## src/design/csdp_pkg.sv

```systemverilog
package csdp_pkg;

    localparam logic [29:0] PLL_HZ     = 30'd900000000;
    localparam logic [19:0] FRAC_DEN   = 20'd1000000;
    localparam logic [31:0] FREQ_RESET = 32'd28074000;

    localparam logic [17:0] P1_OFFSET  = 18'd512;
    localparam logic [17:0] PLL_P1     = 18'(128 * 36 - 512);
    localparam logic [19:0] PLL_P2     = 20'd0;
    localparam logic [19:0] PLL_P3     = 20'd1;

    localparam logic [7:0] PLL_BASE     = 8'd26;
    localparam logic [7:0] DIV_BASE     = 8'd42;
    localparam logic [7:0] REG_OE       = 8'd3;
    localparam logic [7:0] OE_ON        = 8'hFE;
    localparam logic [7:0] OE_OFF       = 8'hFF;
    localparam logic [7:0] REG_MS_CTRL  = 8'd16;
    localparam logic [7:0] MS_CTRL_VAL  = 8'h0F;
    localparam logic [7:0] REG_PLL_RST  = 8'd177;
    localparam logic [7:0] PLL_RST_VAL  = 8'h20;

    localparam logic [4:0] DIV_A_ITER = 5'd30;
    localparam logic [4:0] DIV_B_ITER = 5'd20;
    localparam logic [4:0] DIV_C_ITER = 5'd7;

    typedef enum logic [1:0] {
        CMD_INIT     = 2'd0,
        CMD_SET_FREQ = 2'd1,
        CMD_SET_OE   = 2'd2
    } t_command;

    typedef enum logic [2:0] {
        SEL_STATUS,
        SEL_OE_OFF,
        SEL_OE_STATE,
        SEL_PLL,
        SEL_DIV,
        SEL_MS_CTRL,
        SEL_PLL_RST
    } t_sel;

    typedef enum logic [2:0] {
        OP_NONE,
        OP_LOAD_A,
        OP_STEP_F,
        OP_MUL,
        OP_LOAD_B,
        OP_LOAD_C,
        OP_STEP_K,
        OP_PACK
    } t_dp_op;

    typedef enum logic [3:0] {
        S_IDLE,
        S_DIV_A,
        S_MUL,
        S_LOAD_B,
        S_DIV_B,
        S_LOAD_C,
        S_DIV_C,
        S_PACK,
        S_EMIT
    } t_state;

    typedef struct packed {
        t_dp_op     op;
        logic       store_freq;
        logic       store_oe;
        logic       emit;
        t_sel       sel;
        logic [2:0] idx;
        logic       err;
        logic       last;
    } t_dp_cmd;

    typedef struct packed {
        logic slot_free;
        logic freq_zero;
        logic oe;
    } t_dp_stat;

    function automatic logic [7:0] f_param_byte(input logic [2:0]  idx,
                                                input logic [17:0] p1,
                                                input logic [19:0] p2,
                                                input logic [19:0] p3);
        logic [7:0] b;
        case (idx)
            3'd0:    b = p3[15:8];
            3'd1:    b = p3[7:0];
            3'd2:    b = {6'b0, p1[17:16]};
            3'd3:    b = p1[15:8];
            3'd4:    b = p1[7:0];
            3'd5:    b = {p3[19:16], p2[19:16]};
            3'd6:    b = p2[15:8];
            default: b = p2[7:0];
        endcase
        return b;
    endfunction

endpackage

```

## src/design/csdp_datapath.sv

```systemverilog
module csdp_datapath import csdp_pkg::*; (
    input  logic        i_clk,
    input  logic        i_rst_n,
    input  t_dp_cmd     i_cmd,
    input  logic [31:0] i_frequency_hz,
    input  logic        i_enable,
    output t_dp_stat    o_stat,
    input  logic        i_ready,
    output logic        o_valid,
    output logic [7:0]  o_reg_address,
    output logic [7:0]  o_reg_data,
    output logic        o_is_write,
    output logic        o_error,
    output logic        o_last
);

    logic [31:0] r_freq;
    logic        r_oe;
    logic [31:0] r_rem;
    logic [29:0] r_quo;
    logic [51:0] r_prod;
    logic [10:0] r_a;
    logic [17:0] r_p1;
    logic [19:0] r_p2;

    logic        r_ovalid;
    logic [7:0]  r_addr;
    logic [7:0]  r_data;
    logic        r_wr;
    logic        r_err;
    logic        r_last;

    logic [31:0] divisor;
    logic [32:0] trial;
    logic [32:0] diff;
    logic        qbit;
    logic        slot_free;
    logic [7:0]  n_addr;
    logic [7:0]  n_data;
    logic        n_wr;

    assign divisor   = (i_cmd.op == OP_STEP_K) ? {12'b0, FRAC_DEN} : r_freq;
    assign trial     = {r_rem, r_quo[29]};
    assign diff      = trial - {1'b0, divisor};
    assign qbit      = ~diff[32];
    assign slot_free = ~r_ovalid | i_ready;

    assign o_stat = {slot_free, (r_freq == 32'd0), r_oe};

    always_ff @(posedge i_clk) begin
        if (!i_rst_n) begin
            r_freq <= FREQ_RESET;
            r_oe   <= 1'b0;
        end else begin
            if (i_cmd.store_freq) begin
                r_freq <= i_frequency_hz;
            end
            if (i_cmd.store_oe) begin
                r_oe <= i_enable;
            end
        end
    end

    always_ff @(posedge i_clk) begin
        case (i_cmd.op)
            OP_LOAD_A: begin
                r_rem <= 32'd0;
                r_quo <= PLL_HZ;
            end
            OP_STEP_F, OP_STEP_K: begin
                r_rem <= qbit ? diff[31:0] : trial[31:0];
                r_quo <= {r_quo[28:0], qbit};
            end
            OP_MUL: begin
                r_prod <= {20'b0, r_rem} * {32'b0, FRAC_DEN};
                r_a    <= r_quo[10:0];
            end
            OP_LOAD_B: begin
                r_rem <= r_prod[51:20];
                r_quo <= {r_prod[19:0], 10'b0};
            end
            OP_LOAD_C: begin
                r_rem <= {12'b0, r_quo[19:0]};
                r_quo <= 30'd0;
            end
            OP_PACK: begin
                r_p1 <= {r_a, r_quo[6:0]} - P1_OFFSET;
                r_p2 <= r_rem[19:0];
            end
            default: begin
            end
        endcase
    end

    always_comb begin
        n_addr = 8'd0;
        n_data = 8'd0;
        n_wr   = 1'b1;
        case (i_cmd.sel)
            SEL_OE_OFF: begin
                n_addr = REG_OE;
                n_data = OE_OFF;
            end
            SEL_OE_STATE: begin
                n_addr = REG_OE;
                n_data = r_oe ? OE_ON : OE_OFF;
            end
            SEL_PLL: begin
                n_addr = PLL_BASE + {5'b0, i_cmd.idx};
                n_data = f_param_byte(i_cmd.idx, PLL_P1, PLL_P2, PLL_P3);
            end
            SEL_DIV: begin
                n_addr = DIV_BASE + {5'b0, i_cmd.idx};
                n_data = f_param_byte(i_cmd.idx, r_p1, r_p2, FRAC_DEN);
            end
            SEL_MS_CTRL: begin
                n_addr = REG_MS_CTRL;
                n_data = MS_CTRL_VAL;
            end
            SEL_PLL_RST: begin
                n_addr = REG_PLL_RST;
                n_data = PLL_RST_VAL;
            end
            default: begin
                n_wr = 1'b0;
            end
        endcase
    end

    always_ff @(posedge i_clk) begin
        if (!i_rst_n) begin
            r_ovalid <= 1'b0;
        end else if (i_cmd.emit) begin
            r_ovalid <= 1'b1;
        end else if (i_ready) begin
            r_ovalid <= 1'b0;
        end
    end

    always_ff @(posedge i_clk) begin
        if (i_cmd.emit) begin
            r_addr <= n_addr;
            r_data <= n_data;
            r_wr   <= n_wr;
            r_err  <= i_cmd.err;
            r_last <= i_cmd.last;
        end
    end

    assign o_valid       = r_ovalid;
    assign o_reg_address = r_addr;
    assign o_reg_data    = r_data;
    assign o_is_write    = r_wr;
    assign o_error       = r_err;
    assign o_last        = r_last;

endmodule

```

## src/design/csdp_controller.sv

```systemverilog
module csdp_controller import csdp_pkg::*; (
    input  logic        i_clk,
    input  logic        i_rst_n,
    input  logic        i_valid,
    output logic        o_ready,
    input  logic [1:0]  i_command,
    input  logic [31:0] i_frequency_hz,
    input  logic        i_present,
    input  t_dp_stat    i_stat,
    output t_dp_cmd     o_cmd
);

    localparam logic [4:0] STEP_OE_OFF  = 5'd0;
    localparam logic [4:0] STEP_PLL     = 5'd1;
    localparam logic [4:0] STEP_PLL_END = 5'd8;
    localparam logic [4:0] STEP_DIV     = 5'd9;
    localparam logic [4:0] STEP_DIV_END = 5'd16;
    localparam logic [4:0] STEP_MS_CTRL = 5'd17;
    localparam logic [4:0] STEP_PLL_RST = 5'd18;
    localparam logic [4:0] STEP_OE      = 5'd19;
    localparam logic [4:0] STEP_STATUS  = 5'd20;

    t_state     r_state, n_state;
    logic [4:0] r_cnt, n_cnt;
    logic [4:0] r_step, n_step;
    logic       r_err, n_err;
    logic       r_init, n_init;

    t_sel       sel;
    logic [2:0] idx;
    logic [4:0] step_next;
    logic       done;

    always_ff @(posedge i_clk) begin
        if (!i_rst_n) begin
            r_state <= S_IDLE;
            r_cnt   <= 5'd0;
            r_step  <= STEP_STATUS;
            r_err   <= 1'b0;
            r_init  <= 1'b0;
        end else begin
            r_state <= n_state;
            r_cnt   <= n_cnt;
            r_step  <= n_step;
            r_err   <= n_err;
            r_init  <= n_init;
        end
    end

    // decode the emission step
    always_comb begin
        sel       = SEL_STATUS;
        idx       = 3'd0;
        step_next = r_step + 5'd1;
        done      = 1'b0;
        case (r_step) inside
            STEP_OE_OFF: begin
                sel = SEL_OE_OFF;
            end
            [STEP_PLL:STEP_PLL_END]: begin
                sel = SEL_PLL;
                idx = 3'(r_step - STEP_PLL);
                if (r_step == STEP_PLL_END && i_stat.freq_zero) begin
                    step_next = STEP_OE;
                    done      = ~i_stat.oe;
                end
            end
            [STEP_DIV:STEP_DIV_END]: begin
                sel = SEL_DIV;
                idx = 3'(r_step - STEP_DIV);
            end
            STEP_MS_CTRL: begin
                sel = SEL_MS_CTRL;
            end
            STEP_PLL_RST: begin
                sel  = SEL_PLL_RST;
                done = ~(r_init & i_stat.oe);
            end
            STEP_OE: begin
                sel  = SEL_OE_STATE;
                done = 1'b1;
            end
            default: begin
                sel  = SEL_STATUS;
                done = 1'b1;
            end
        endcase
    end

    always_comb begin
        n_state = r_state;
        n_cnt   = r_cnt;
        n_step  = r_step;
        n_err   = r_err;
        n_init  = r_init;
        o_cmd   = '0;
        o_cmd.op  = OP_NONE;
        o_cmd.sel = sel;
        o_cmd.idx = idx;
        o_cmd.err = r_err;
        o_ready = (r_state == S_IDLE);
        case (r_state)
            S_IDLE: begin
                if (i_valid) begin
                    case (i_command)
                        CMD_INIT: begin
                            n_init = 1'b1;
                            n_err  = 1'b0;
                            if (!i_present) begin
                                n_step  = STEP_STATUS;
                                n_state = S_EMIT;
                            end else if (i_stat.freq_zero) begin
                                n_err   = 1'b1;
                                n_step  = STEP_OE_OFF;
                                n_state = S_EMIT;
                            end else begin
                                n_step   = STEP_OE_OFF;
                                n_cnt    = DIV_A_ITER - 5'd1;
                                o_cmd.op = OP_LOAD_A;
                                n_state  = S_DIV_A;
                            end
                        end
                        CMD_SET_FREQ: begin
                            o_cmd.store_freq = 1'b1;
                            n_init = 1'b0;
                            n_err  = 1'b0;
                            if (i_frequency_hz == 32'd0) begin
                                n_err   = 1'b1;
                                n_step  = STEP_STATUS;
                                n_state = S_EMIT;
                            end else if (!i_present) begin
                                n_step  = STEP_STATUS;
                                n_state = S_EMIT;
                            end else begin
                                n_step   = STEP_DIV;
                                n_cnt    = DIV_A_ITER - 5'd1;
                                o_cmd.op = OP_LOAD_A;
                                n_state  = S_DIV_A;
                            end
                        end
                        CMD_SET_OE: begin
                            o_cmd.store_oe = 1'b1;
                            n_init  = 1'b0;
                            n_err   = 1'b0;
                            n_step  = i_present ? STEP_OE : STEP_STATUS;
                            n_state = S_EMIT;
                        end
                        default: begin
                        end
                    endcase
                end
            end
            S_DIV_A: begin
                o_cmd.op = OP_STEP_F;
                n_cnt    = r_cnt - 5'd1;
                if (r_cnt == 5'd0) begin
                    n_state = S_MUL;
                end
            end
            S_MUL: begin
                o_cmd.op = OP_MUL;
                n_state  = S_LOAD_B;
            end
            S_LOAD_B: begin
                o_cmd.op = OP_LOAD_B;
                n_cnt    = DIV_B_ITER - 5'd1;
                n_state  = S_DIV_B;
            end
            S_DIV_B: begin
                o_cmd.op = OP_STEP_F;
                n_cnt    = r_cnt - 5'd1;
                if (r_cnt == 5'd0) begin
                    n_state = S_LOAD_C;
                end
            end
            S_LOAD_C: begin
                o_cmd.op = OP_LOAD_C;
                n_cnt    = DIV_C_ITER - 5'd1;
                n_state  = S_DIV_C;
            end
            S_DIV_C: begin
                o_cmd.op = OP_STEP_K;
                n_cnt    = r_cnt - 5'd1;
                if (r_cnt == 5'd0) begin
                    n_state = S_PACK;
                end
            end
            S_PACK: begin
                o_cmd.op = OP_PACK;
                n_state  = S_EMIT;
            end
            S_EMIT: begin
                if (i_stat.slot_free) begin
                    o_cmd.emit = 1'b1;
                    o_cmd.last = done;
                    if (done) begin
                        n_state = S_IDLE;
                    end else begin
                        n_step = step_next;
                    end
                end
            end
            default: begin
                n_state = S_IDLE;
            end
        endcase
    end

endmodule

```

## src/design/clock_synth_divider_programmer.sv

```systemverilog
// A status-only result goes from the request through the emit state into the output
// register; a set frequency request first runs the serial divider (30 + 20 + 7
// restoring steps, one multiply, loads and packing) before its first write.
// Throughput: one result per cycle while emitting and the output is not stalled; the next
// request is taken once the last result of the current one is in the output register.
// Reset: synchronous, active low; frequency 28074000, output off, device absent.
module clock_synth_divider_programmer import csdp_pkg::*; (
    input  logic        i_clk,
    input  logic        i_rst_n,
    input  logic        i_valid,
    output logic        o_ready,
    input  logic [1:0]  i_command,
    input  logic [31:0] i_frequency_hz,
    input  logic        i_enable,
    output logic        o_valid,
    input  logic        i_ready,
    output logic [7:0]  o_reg_address,
    output logic [7:0]  o_reg_data,
    output logic        o_is_write,
    output logic        o_error,
    output logic        o_last,
    input  logic        psel,
    input  logic        penable,
    input  logic        pwrite,
    input  logic [2:0]  paddr,
    input  logic [31:0] pwdata,
    output logic [31:0] prdata,
    output logic        pready
);

    logic     r_present;
    t_dp_cmd  dp_cmd;
    t_dp_stat dp_stat;

    assign pready = 1'b1;
    assign prdata = (paddr[2] == 1'b0) ? {31'b0, r_present} : 32'd0;

    always_ff @(posedge i_clk) begin
        if (!i_rst_n) begin
            r_present <= 1'b0;
        end else if (psel && penable && pwrite && pready && paddr[2] == 1'b0) begin
            r_present <= pwdata[0];
        end
    end

    csdp_controller u_ctrl (
        .i_clk          (i_clk),
        .i_rst_n        (i_rst_n),
        .i_valid        (i_valid),
        .o_ready        (o_ready),
        .i_command      (i_command),
        .i_frequency_hz (i_frequency_hz),
        .i_present      (r_present),
        .i_stat         (dp_stat),
        .o_cmd          (dp_cmd)
    );

    csdp_datapath u_dp (
        .i_clk          (i_clk),
        .i_rst_n        (i_rst_n),
        .i_cmd          (dp_cmd),
        .i_frequency_hz (i_frequency_hz),
        .i_enable       (i_enable),
        .o_stat         (dp_stat),
        .i_ready        (i_ready),
        .o_valid        (o_valid),
        .o_reg_address  (o_reg_address),
        .o_reg_data     (o_reg_data),
        .o_is_write     (o_is_write),
        .o_error        (o_error),
        .o_last         (o_last)
    );

endmodule

```

## config.mk

```make
export PLATFORM = sky130hd
export DESIGN_NAME = clock_synth_divider_programmer
export DESIGN_NICKNAME = d
export VERILOG_FILES = /design/src/design/csdp_pkg.sv /design/src/design/csdp_datapath.sv /design/src/design/csdp_controller.sv /design/src/design/clock_synth_divider_programmer.sv
export SDC_FILE = /design/constraint.sdc
export NUM_CORES = 1
export LEC_CHECK = 0
export BUFFER_PORTS_ARGS = -buffer_cell sky130_fd_sc_hd__clkbuf_2
export CAP_MARGIN = 0
export CORE_AREA = 2 2 224 160
export CTS_CLUSTER_DIAMETER = 100
export CTS_CLUSTER_SIZE = 40
export DETAILED_ROUTE_END_ITERATION = 6
export DIE_AREA = 0 0 226 162
export PLACE_DENSITY = 0.81
export SLEW_MARGIN = 20
export SYNTH_ARGS = -nofsm -noshare
export SYNTH_HDL_FRONTEND = slang
export SYNTH_HIERARCHICAL = 1
export SYNTH_SLANG_ARGS = --single-unit
```

## constraint.sdc

```tcl
create_clock -name i_clk -period 6.12 [get_ports i_clk]
set_clock_uncertainty 0.15 [all_clocks]
set_input_delay 1.224 -clock i_clk [delete_from_list [all_inputs] [get_ports i_clk]]
set_output_delay 1.224 -clock i_clk [all_outputs]
set_load 0.02 [all_outputs]
```

==> impl_results.md, run 1 <==
* Starting Density at roughly 57%
* First-pass GRT wire length at around 80000 µm
* CP max-delay cell: fa_2
* Vias at 15743
* Vias in the first global route at 15104
* Largest area contributor in the netlist: edfxtp_1
* Area Growth Syn to Fin at 16.4%
* First-pass DRT Iterations at 6
* Slack of the critical path at -121 ps
* DP HPWL at approximately 40000 µm
* Final slew viol count at 0
* Multi-input logic area at between 10000 and 15000 µm²
* Total power draw at ~5 mW
* Worst Setup End Kind: flop
* Crit-path leading delay family: adder cells
* Sink Count at roughly 230
* Fin crit share at 102%
* Share of cells above drive strength 1 at 21.3%
* Maximum clock path buffer count at 3
* Post-synth top cells: 226 x inv_1, 197 x ha_1, 175 x edfxtp_1, 136 x fa_1, 126 x nor2_1
* Register area at roughly 6300 µm²
* Maximum VDD drop at roughly 0.18 mV
* Critical Path RT at approximately 6200 ps
* Dpl cells at about 2600
* Net count, final at 2558
* TNS Setup at -313 ps
* Ant. Diodes at 0
* Tmin final at 6240 ps
* Core area at 34300 µm²
* WP depth at 23
* Number of synthesized flops with an enable pin at ~180
* Worst Hold Class: flop to flop
* GP Congestion at ~0.94
* Synth Register Bits at roughly 230
* Synth warn at 6
* IO Port Bufs at 64
* Max-slew headroom at around 35%
* 1st-iter DRT viols at approximately 1700
* Antenna violations before repair at 2
* Syn Inst Count at around 1900
* Yosys top cell area share at 27.0%
* Max-cap viol count at 0
* Hold slack at a little under 300 ps
* Vias/cell at 6.00
* Die area at 36600 µm²
* Area contributors post-synth: edfxtp_1 27%, fa_1 14%, ha_1 13%
* Most numerous cell in the Yosys netlist: inv_1
* Layout filler cell count at between 2000 and 3000
* Mean post-synth cell area at approximately 10 µm²
* Worst path max stage delay at about 600 ps
* # IOs at about 130
* Hold path depth at 0
* Crit start category: flop
* Row cnt at 57
* Unrepaired setup endpoints after global routing: true
* Ys async rst share at 0%
* CP arrival at around 6400 ps
* H-tree depth at 1
* Critical-path cell list: buf_4, buf_4, buf_4, ha_1, fa_2, fa_2, fa_2, ha_4, inv_2, fa_1, inv_2, ha_4, buf_4, nand2_4, nand2_4, a2111oi_4, buf_4, nand3_4, a21oi_4, o221ai_4, o221a_4, a41o_1, xor2_1
* Status: complete, but fails checks
* Measured slew at the worst slew-check pin at 964 ps
* CTS tree: done
* Crit Path Class: flop to flop
* Routed WL at around 53000 µm
* Worst R2R Setup Slack at -120 ps
* Top cell by count, worst path: buf_4
* Post-DRT Antenna Nets at 0
* Pwr dens at ~220 nW/µm²
* Sequential-to-total area share from yosys stat at about 32%
* Most used DFF post-synth: edfxtp_1
* Distinct cells, synth at roughly 100
* Highest Clock Rate at approximately 0.16 GHz
* Reg2Reg Depth at 23
* # DRC at 0
* # setup viols final at 6
* Die H at about 160 µm
* Clock insertion delay at the later pin of the skew report at between 500 and 600 ps
* Root Buffer: clkbuf_16
* CTS clk-pin slew, worst paths at about 150 ps
* Crit Path Max Fanout at 6
* Final hold violations at 0
* Failing checks: setup timing
* Overall global routing resource usage at 28.1%
* Worst path bufs/invs at 7
* WL per Instance at 20.3 µm
* Final Instance Count excl. Fillers at between 2000 and 3000
* Die W at between 200 and 250 µm
* Pre-CTS setup slack at -418 ps
* Inserted Clock Buffers at 10
* Gr ovfl total at 0
* Synth Cell Area at 19400 µm²
* Largest net degree at the start of global routing at 63
* Leak pwr at ~9.6 nW
## cell usage in the layout, fill, tap and decap left out, types with 51 or more instances in the layout
master / netlist / final
buf_4: 40 / 211
nor2_1: 126 / 120
o21ai_0: 87 / 81
clkbuf_2: 0 / 64
fa_1: 136 / 124
dfxtp_1: 51 / 51
nand2_1: 110 / 105
mux2i_1: 60 / 60
a21oi_1: 119 / 106
inv_1: 226 / 199
ha_1: 197 / 177
edfxtp_1: 175 / 175
## per-layer routing
metal  vias up  GRT usage (%)  routed length, µm
li1       7153              -                  -
met1      7709           38.5              21700
met2       758           43.7              24300
met3       121           8.10               5590
met4         2           7.65               1650
met5         -              0                 10
## cell type report
class / count / area share (%)
clock buffers: 12 / 1.23
clock inverters: 4 / 0.260
inverters: 228 / 3.81
multi-input cells: 1393 / 55.1
flip-flops and latches: 226 / 27.7
well taps: 472 / 2.61
repair buffers: 289 / 9.23
## flip-flops by register name, indices dropped and copies added (netlist names)
| name | count |
|---|---|
| r_present | 1 |
| u_ctrl/r_cnt | 5 |
| u_ctrl/r_err | 1 |
| u_ctrl/r_init | 1 |
| u_ctrl/r_state | 4 |
| u_ctrl/r_step | 5 |
| u_dp/o_error | 1 |
| u_dp/o_is_write | 1 |
| u_dp/o_last | 1 |
| u_dp/o_reg_address | 7 |
| u_dp/o_reg_data | 8 |
| u_dp/o_valid | 1 |
| u_dp/r_a | 11 |
| u_dp/r_freq | 32 |
| u_dp/r_oe | 1 |
| u_dp/r_p1 | 18 |
| u_dp/r_p2 | 20 |
| u_dp/r_prod | 46 |
| u_dp/r_quo | 30 |
| u_dp/r_rem | 32 |
## cell families after synthesis
| logic type | share of synthesized area [%] |
|---|---|
| flops | 32.3 |
| xor+xnor | 3.75 |
| buf+inv | 7.25 |
| fa+ha+maj | 26.7 |
| compound gates | 15.2 |
| simple gates | 11.6 |
| mux | 3.21 |
| other cells | 0.0579 |
## timing repair
action | in CTS | in global routing
resized for setup | 48 | 84
pin swaps | 43 | 66
setup endpoints to repair | 13 | 45
buffers inserted | 14 | 21
hold buffers | 0 | 0
## path summary, 6_finish.rpt
path	start	to
hold / removal	u_dp/r_a[0]$_DFFE_PN_	u_dp/r_p1[7]$_DFFE_PN_
setup reg to reg	u_dp/r_rem[4]$_DFFE_PP_	u_dp/r_prod[45]$_DFFE_PN_
setup / recovery	u_dp/r_rem[4]$_DFFE_PP_	u_dp/r_prod[45]$_DFFE_PN_
hold reg to reg	u_dp/r_a[0]$_DFFE_PN_	u_dp/r_p1[7]$_DFFE_PN_
## worst register-to-register path, cell delays in order, from the launching register on
cell and delay [ps]:
edfxtp_1 450, buf_4 160, buf_4 130, buf_4 180, ha_1 320, fa_2 540, fa_2 470, fa_2 610
ha_4 140, inv_2 30, fa_1 570, inv_2 60, ha_4 160, buf_4 130, nand2_4 60, nand2_4 60
a2111oi_4 410, buf_4 190, nand3_4 100, a21oi_4 240, o221ai_4 150, o221a_4 290, a41o_1 260, xor2_1 140
## metrics by stage
stage                     cell area [µm²]  utilization (%)
after detailed placement            21400             62.5
after global routing                22600             65.9
after CTS                           22100             64.4
after floorplan                     19600                -
final                               22600             65.9
after global placement              21400             62.5
## power breakdown
part	internal, mW	switching, mW	total (mW)	leakage [nW]
clock	0.367	0.515	0.882	0.168
sequential	1.74	0.0431	1.78	1.96
combinational	1.03	1.19	2.22	7.49
total	3.14	1.75	4.88	9.62
(Power assumes the default switching activity.)
==> run 2, diff against run 1 <==
Settings changed: CORE_AREA 2 2 224 160 to 2 2 188 190, DIE_AREA 0 0 226 162 to 0 0 190 192.
==> impl_results.md, run 2 (synthesized netlist as in run 1, its figures left out) <==
* Status: complete, but fails checks
* Failing checks: setup timing
* Tmin final at approximately 6200 ps
* Most flops, register: u_dp/r_prod
* Maximum clock path buffer count at 3
* Placed cell areas at 21400 µm²
* Root Buffer: clkbuf_16
* CP max-delay cell: fa_1
* Crit-path leading delay family: adder cells
* TNS Setup at -239 ps
* Highest Clock Rate at around 0.16 GHz
* Vias at ~15000
* Final slew viol count at 0
* Total power draw at a little under 5 mW
* Fin crit share at 102%
* Slack of the critical path at -121 ps
* Final instance area at between 20000 and 25000 µm²
* Crit Path Class: flop to flop
* CTS clk-pin slew, worst paths at 140 ps
* Sink Count at approximately 230
* Maximum VDD drop at 0.197 mV
* Unrepaired setup endpoints after global routing: true
* Die area at about 36000 µm²
* Max-cap viol count at 0
* Share of cells above drive strength 1 at approximately a fifth
* Vias/cell at around 5.9
* Routed WL at roughly 50000 µm
* Vias in the first global route at approximately 15000
* Worst Setup End Kind: flop
* Critical Path RT at roughly 6200 ps
* IO Port Bufs at 64
* First-pass GRT wire length at 80000 µm
* WL per Instance at around 19 µm
* Starting Density at a little under three fifths
* Worst Hold Class: flop to flop
* Crit start category: flop
* GP Congestion at slightly below 1
* Top Registers: u_dp/r_prod (46), u_dp/r_freq (32), u_dp/r_rem (32)
* Crit Path Max Fanout at 3
* # DRC at 0
* # IOs at 131
* Most frequent cells in the layout: 205 x buf_4, 205 x inv_1, 182 x ha_1
* Inserted Clock Buffers at 11
* Net count, final at ~2500
* CP arrival at 6340 ps
* Clock insertion delay at the later pin of the skew report at 500 ps
* DP HPWL at around 38000 µm
* Gr ovfl total at 0
* Leak pwr at between 9 and 10 nW
* Max-slew headroom at a little under a third
* Ant. Diodes at 0
* # setup viols final at 2
* Core area at about 34000 µm²
* 1st-iter DRT viols at between 1000 and 1500
* Worst path bufs/invs at 4
* Pwr dens at 217 nW/µm²
* Worst path max stage delay at about 570 ps
* Die W at 190 µm
* Measured slew at the worst slew-check pin at 1030 ps
* Overall global routing resource usage at 27.8%
* Final hold violations at 0
* H-tree depth at 1
* Critical-path cell list: inv_2, fa_1, inv_2, fa_1, fa_1, fa_1, ha_1, inv_2, fa_1, inv_2, ha_4, a21oi_4, o21ai_2, a2111oi_4, o21ai_1, o221a_4, a311o_2, o31ai_4, nor2_2, a221oi_2, xnor2_1
* Row cnt at 68
* CTS tree: done
* Top cell by count, worst path: fa_1
* Die H at ~190 µm
* First-pass DRT Iterations at 5
* Area Growth Syn to Fin at 14.6%
* Largest net degree at the start of global routing at between 60 and 70
* Post-DRT Antenna Nets at 0
* Layout filler cell count at around 2500
* Antenna violations before repair at 0
* Number of flip-flops under the largest register name at 46
==> run 2: cell count changes in the layout (fill, tap and decap cells not counted), sizes merged <==
| cell | change |
|---|---|
| inv | -1 |
| clkinvlp | +1 |
| buf | -18 |
==> run 2: layer usage <==
| layer | vias up | global-route usage (%) | wire (µm) | share of wire (%) |
|---|---|---|---|---|
| met5 | - | 0 | 0 | 0 |
| met4 | 0 | 10.4 | 2070 | 4.1 |
| met3 | 120 | 3.51 | 3260 | 6.5 |
| met2 | 609 | 48.8 | 24500 | 49 |
| met1 | 7394 | 35.1 | 20200 | 40 |
| li1 | 7117 | - | - | - |
==> run 2: what timing repair did <==
action | CTS | global route
pin swaps | 59 | 33
endpoints found under the hold margin | 0 | 0
cloned | 0 | 0
hold buffers | 0 | 0
setup endpoints to repair | 12 | 40
setup buffers | 13 | 4
gates resized for setup | 55 | 26
==> run 2: final cells by class <==
class	instances	area [µm²]	share of cell area, %
tap	455	569	2.56
multi-input combinational	1393	12300	55.1
clock buffer	12	300	1.35
timing repair buffer	271	1910	8.56
inverter	228	861	3.87
sequential	226	6280	28.2
clock inverter	4	76.3	0.343
==> run 2: power breakdown <==
group	switching (mW)	internal [mW]
Sequential	0.0391	1.74
Clock	0.522	0.414
Combinational	1.15	0.959
Total	1.71	3.11
==> run 2: path summary, 6_finish.rpt <==
path                                          startpoint                   endpoint  slack [ps]  depth (start not counted)
worst max-delay path            u_dp/r_rem[12]$_DFFE_PP_  u_dp/r_prod[48]$_DFFE_PN_        -120                         21
worst min-delay path               u_dp/r_a[0]$_DFFE_PN_     u_dp/r_p1[7]$_DFFE_PN_         300                          0
worst max register to register  u_dp/r_rem[12]$_DFFE_PP_  u_dp/r_prod[48]$_DFFE_PN_        -120                         21
worst min register to register     u_dp/r_a[0]$_DFFE_PN_     u_dp/r_p1[7]$_DFFE_PN_         300                          0
==> run 2: metrics by stage <==
| stage | hold slack, ps | worst slack (ps) | utilization (%) | std cells |
|---|---|---|---|---|
| final | 298 | -121 | 65.0 | 2589 |
| after floorplan | 250 | -42.3 | - | 1948 |
| after CTS | 302 | -37.1 | 64.6 | 2586 |
| after global placement | 255 | -345 | 62.4 | 2556 |
| after global routing | 297 | -338 | 65.0 | 2589 |
| after detailed placement | 264 | -389 | 62.5 | 2557 |
==> run 2: worst reg2reg max path, delay by kind of cell (launching register included) <==
| family | cells | cell delay (ps) |
|---|---|---|
| adders and majority gates | 7 | 3070 |
| buffers and inverters | 4 | 230 |
| xor gates and xnor gates | 1 | 100 |
| AOI/OAI and AO/OA | 8 | 1940 |
| DFF | 1 | 390 |
| and+or+nand+nor | 1 | 90 |
==> run 3, diff against run 2 <==
Settings changed: CAP_MARGIN 0 to not set, RECOVER_POWER set to 25.
==> impl_results.md, run 3 (synthesized netlist as in run 1, its figures left out) <==
* Status: complete, but fails checks
* Failing checks: capacitance limit, slew limit, setup timing
* Commonest non-fill, non-tap cell in the layout: inv_1
* # IOs at about 130
* CP arrival at approximately 6300 ps
* Highest Clock Rate at 0.160 GHz
* Top Registers: u_dp/r_prod (46), u_dp/r_freq (32), u_dp/r_rem (32)
* Area Growth Syn to Fin at 14.3%
* Sw Ratio at ~35%
* Vias/cell at about 5.9
* GP Congestion at 0.968
* Unrepaired setup endpoints after global routing: true
* Die area at approximately 36000 µm²
* Layout filler cell count at 2494
* Reg2Reg Depth at 22
* Inserted Clock Buffers at 11
* CTS tree: done
* Register area at ~6300 µm²
* Gr ovfl total at 0
* Net count, final at roughly 2500
* First-pass DRT Iterations at 5
* Crit Path Max Fanout at 3
* Clock insertion delay at the later pin of the skew report at roughly 500 ps
* First-pass GRT wire length at roughly 80000 µm
* IO Port Bufs at between 60 and 70
* Worst Hold Path EP: u_dp/r_p1[7]$_DFFE_PN_
* # setup viols final at 2
* Max-slew headroom at -13.2%
* Worst Setup End Kind: flop
* Multi-input logic area at between 10000 and 15000 µm²
* WL per Instance at roughly 19 µm
* Slack of the critical path at -127 ps
* Post-DRT Antenna Nets at 0
* Starting Density at a little under three fifths
* Fin crit share at 102%
* Die W at approximately 190 µm
* Final hold violations at 0
* H-tree depth at 1
* Vias in the first global route at 15317
* Crit start category: flop
* Most flops, register: u_dp/r_prod
* Seq pwr share at between 30% and 40%
* Maximum clock path buffer count at 3
* Tmin final at approximately 6200 ps
* Number of flip-flops under the largest register name at between 40 and 50
* Clk pwr share at 19.4%
* Core area at about 34000 µm²
* Combinational Power Share at approximately 44%
* Final slew viol count at 46
* Worst flop-to-flop path endpoint: u_dp/r_prod[44]$_DFFE_PN_
* Ant. Diodes at 0
* R2R Path Start: u_dp/r_rem[12]$_DFFE_PP_
* 1st-iter DRT viols at 1269
* Critical Path RT at between 6000 and 7000 ps
* Worst Hold Class: flop to flop
* Most frequent cells in the layout: 205 x inv_1, 193 x buf_4, 182 x ha_1
* Die H at ~190 µm
* DP HPWL at 38100 µm
* Antenna violations before repair at 0
* Root Buffer: clkbuf_16
* Sink Count at between 200 and 250
* Sw Pwr at approximately 1.7 mW
* Total power draw at between 4 and 5 mW
* Worst R2R Setup Slack at -130 ps
* Largest net degree at the start of global routing at 63
* Max-cap viol count at 1
* Hold path start: u_dp/r_a[0]$_DFFE_PN_
* Hold path depth at 0
* Crit Path Class: flop to flop
* Power Internal at ~3.1 mW
* CTS clk-pin slew, worst paths at 140 ps
* Leak pwr at between 9 and 10 nW
* Measured slew at the worst slew-check pin at 1700 ps
* Vias at between 15000 and 20000
* Post-CTS Hold Fix Bufs at 0
* Routed WL at around 50000 µm
* Overall global routing resource usage at about 28%
* # DRC at 0
* Row cnt at between 60 and 70
* Share of cells above drive strength 1 at ~18%
* Pre-CTS setup slack at -389 ps
* Pwr dens at 217 nW/µm²
* Maximum VDD drop at 0.197 mV
run 3: power by group through the flow:
| stage | Sequential [mW] | Combinational (mW) | Clock (mW) |
|---|---|---|---|
| 2_1_floorplan | 1.81 | 1.31 | 0 |
| 3_3_place_gp | 1.81 | 1.76 | 0 |
| 3_5_place_dp | 1.81 | 1.83 | 0 |
| 4_1_cts | 1.78 | 1.99 | 0.948 |
| 5_1_grt | 1.78 | 2.30 | 0.999 |
| 6_report | 1.78 | 2.10 | 0.936 |
run 3: critical path, cell delays in order, from the launching register on:
cell,delay (ps)
edfxtp_1,390
inv_2,80
fa_1,570
inv_2,50
fa_1,500
fa_1,440
fa_1,470
ha_1,310
inv_2,40
fa_1,540
inv_2,50
ha_4,230
a21oi_4,170
o21ai_2,100
a2111oi_4,320
o21ai_1,120
o221a_4,260
a311o_2,420
o31ai_4,250
buf_4,160
o21bai_1,60
a21oi_1,170
xnor2_1,110
run 3: final cells by class:
class	instances	share of cell area, %
flip-flops and latches	226	28.3
well taps	455	2.56
repair buffers	271	8.32
clock inverters	4	0.344
clock buffers	12	1.35
inverters	228	3.88
multi-input cells	1393	55.3
run 3: through the flow:
step	std cells	area [µm²]	setup TNS, ps	utilization [%]	hold WS, ps
floorplan	1948	19600	-42.3	-	250
global placement	2556	21400	-9850	62.4	255
detailed placement	2557	21400	-11460	62.5	264
CTS	2586	22100	-37.1	64.6	302
global route	2589	22200	-1190	64.8	297
finish	2589	22200	-249	64.8	299
run 3: what timing repair did:
action | 4_1_cts | 5_1_grt
endpoints found under the setup margin | 12 | 40
pin swaps | 59 | 33
setup buffers | 13 | 4
gates resized for setup | 55 | 26
run 3: per-layer routing:
layer	global-route usage [%]	vias up	wire length [µm]
li1	-	7110	-
met1	35.1	7411	20000
met2	48.8	654	24500
met3	3.51	115	3450
met4	10.4	0	2070
met5	0	-	0
run 3: worst max path at each step:
stage,startpoint,endpoint,cells after the start
global route,u_dp/r_rem[12]$_DFFE_PP_,u_dp/r_prod[48]$_DFFE_PN_,21
CTS,u_dp/r_rem[10]$_DFFE_PP_,u_dp/r_prod[48]$_DFFE_PN_,21
floorplan,u_dp/r_rem[9]$_DFFE_PP_,u_dp/r_prod[48]$_DFFE_PN_,21
detailed placement,i_frequency_hz[17],u_dp/r_rem[10]$_DFFE_PP_,25
finish,u_dp/r_rem[12]$_DFFE_PP_,u_dp/r_prod[44]$_DFFE_PN_,22
global placement,i_frequency_hz[17],u_dp/r_rem[19]$_DFFE_PP_,25
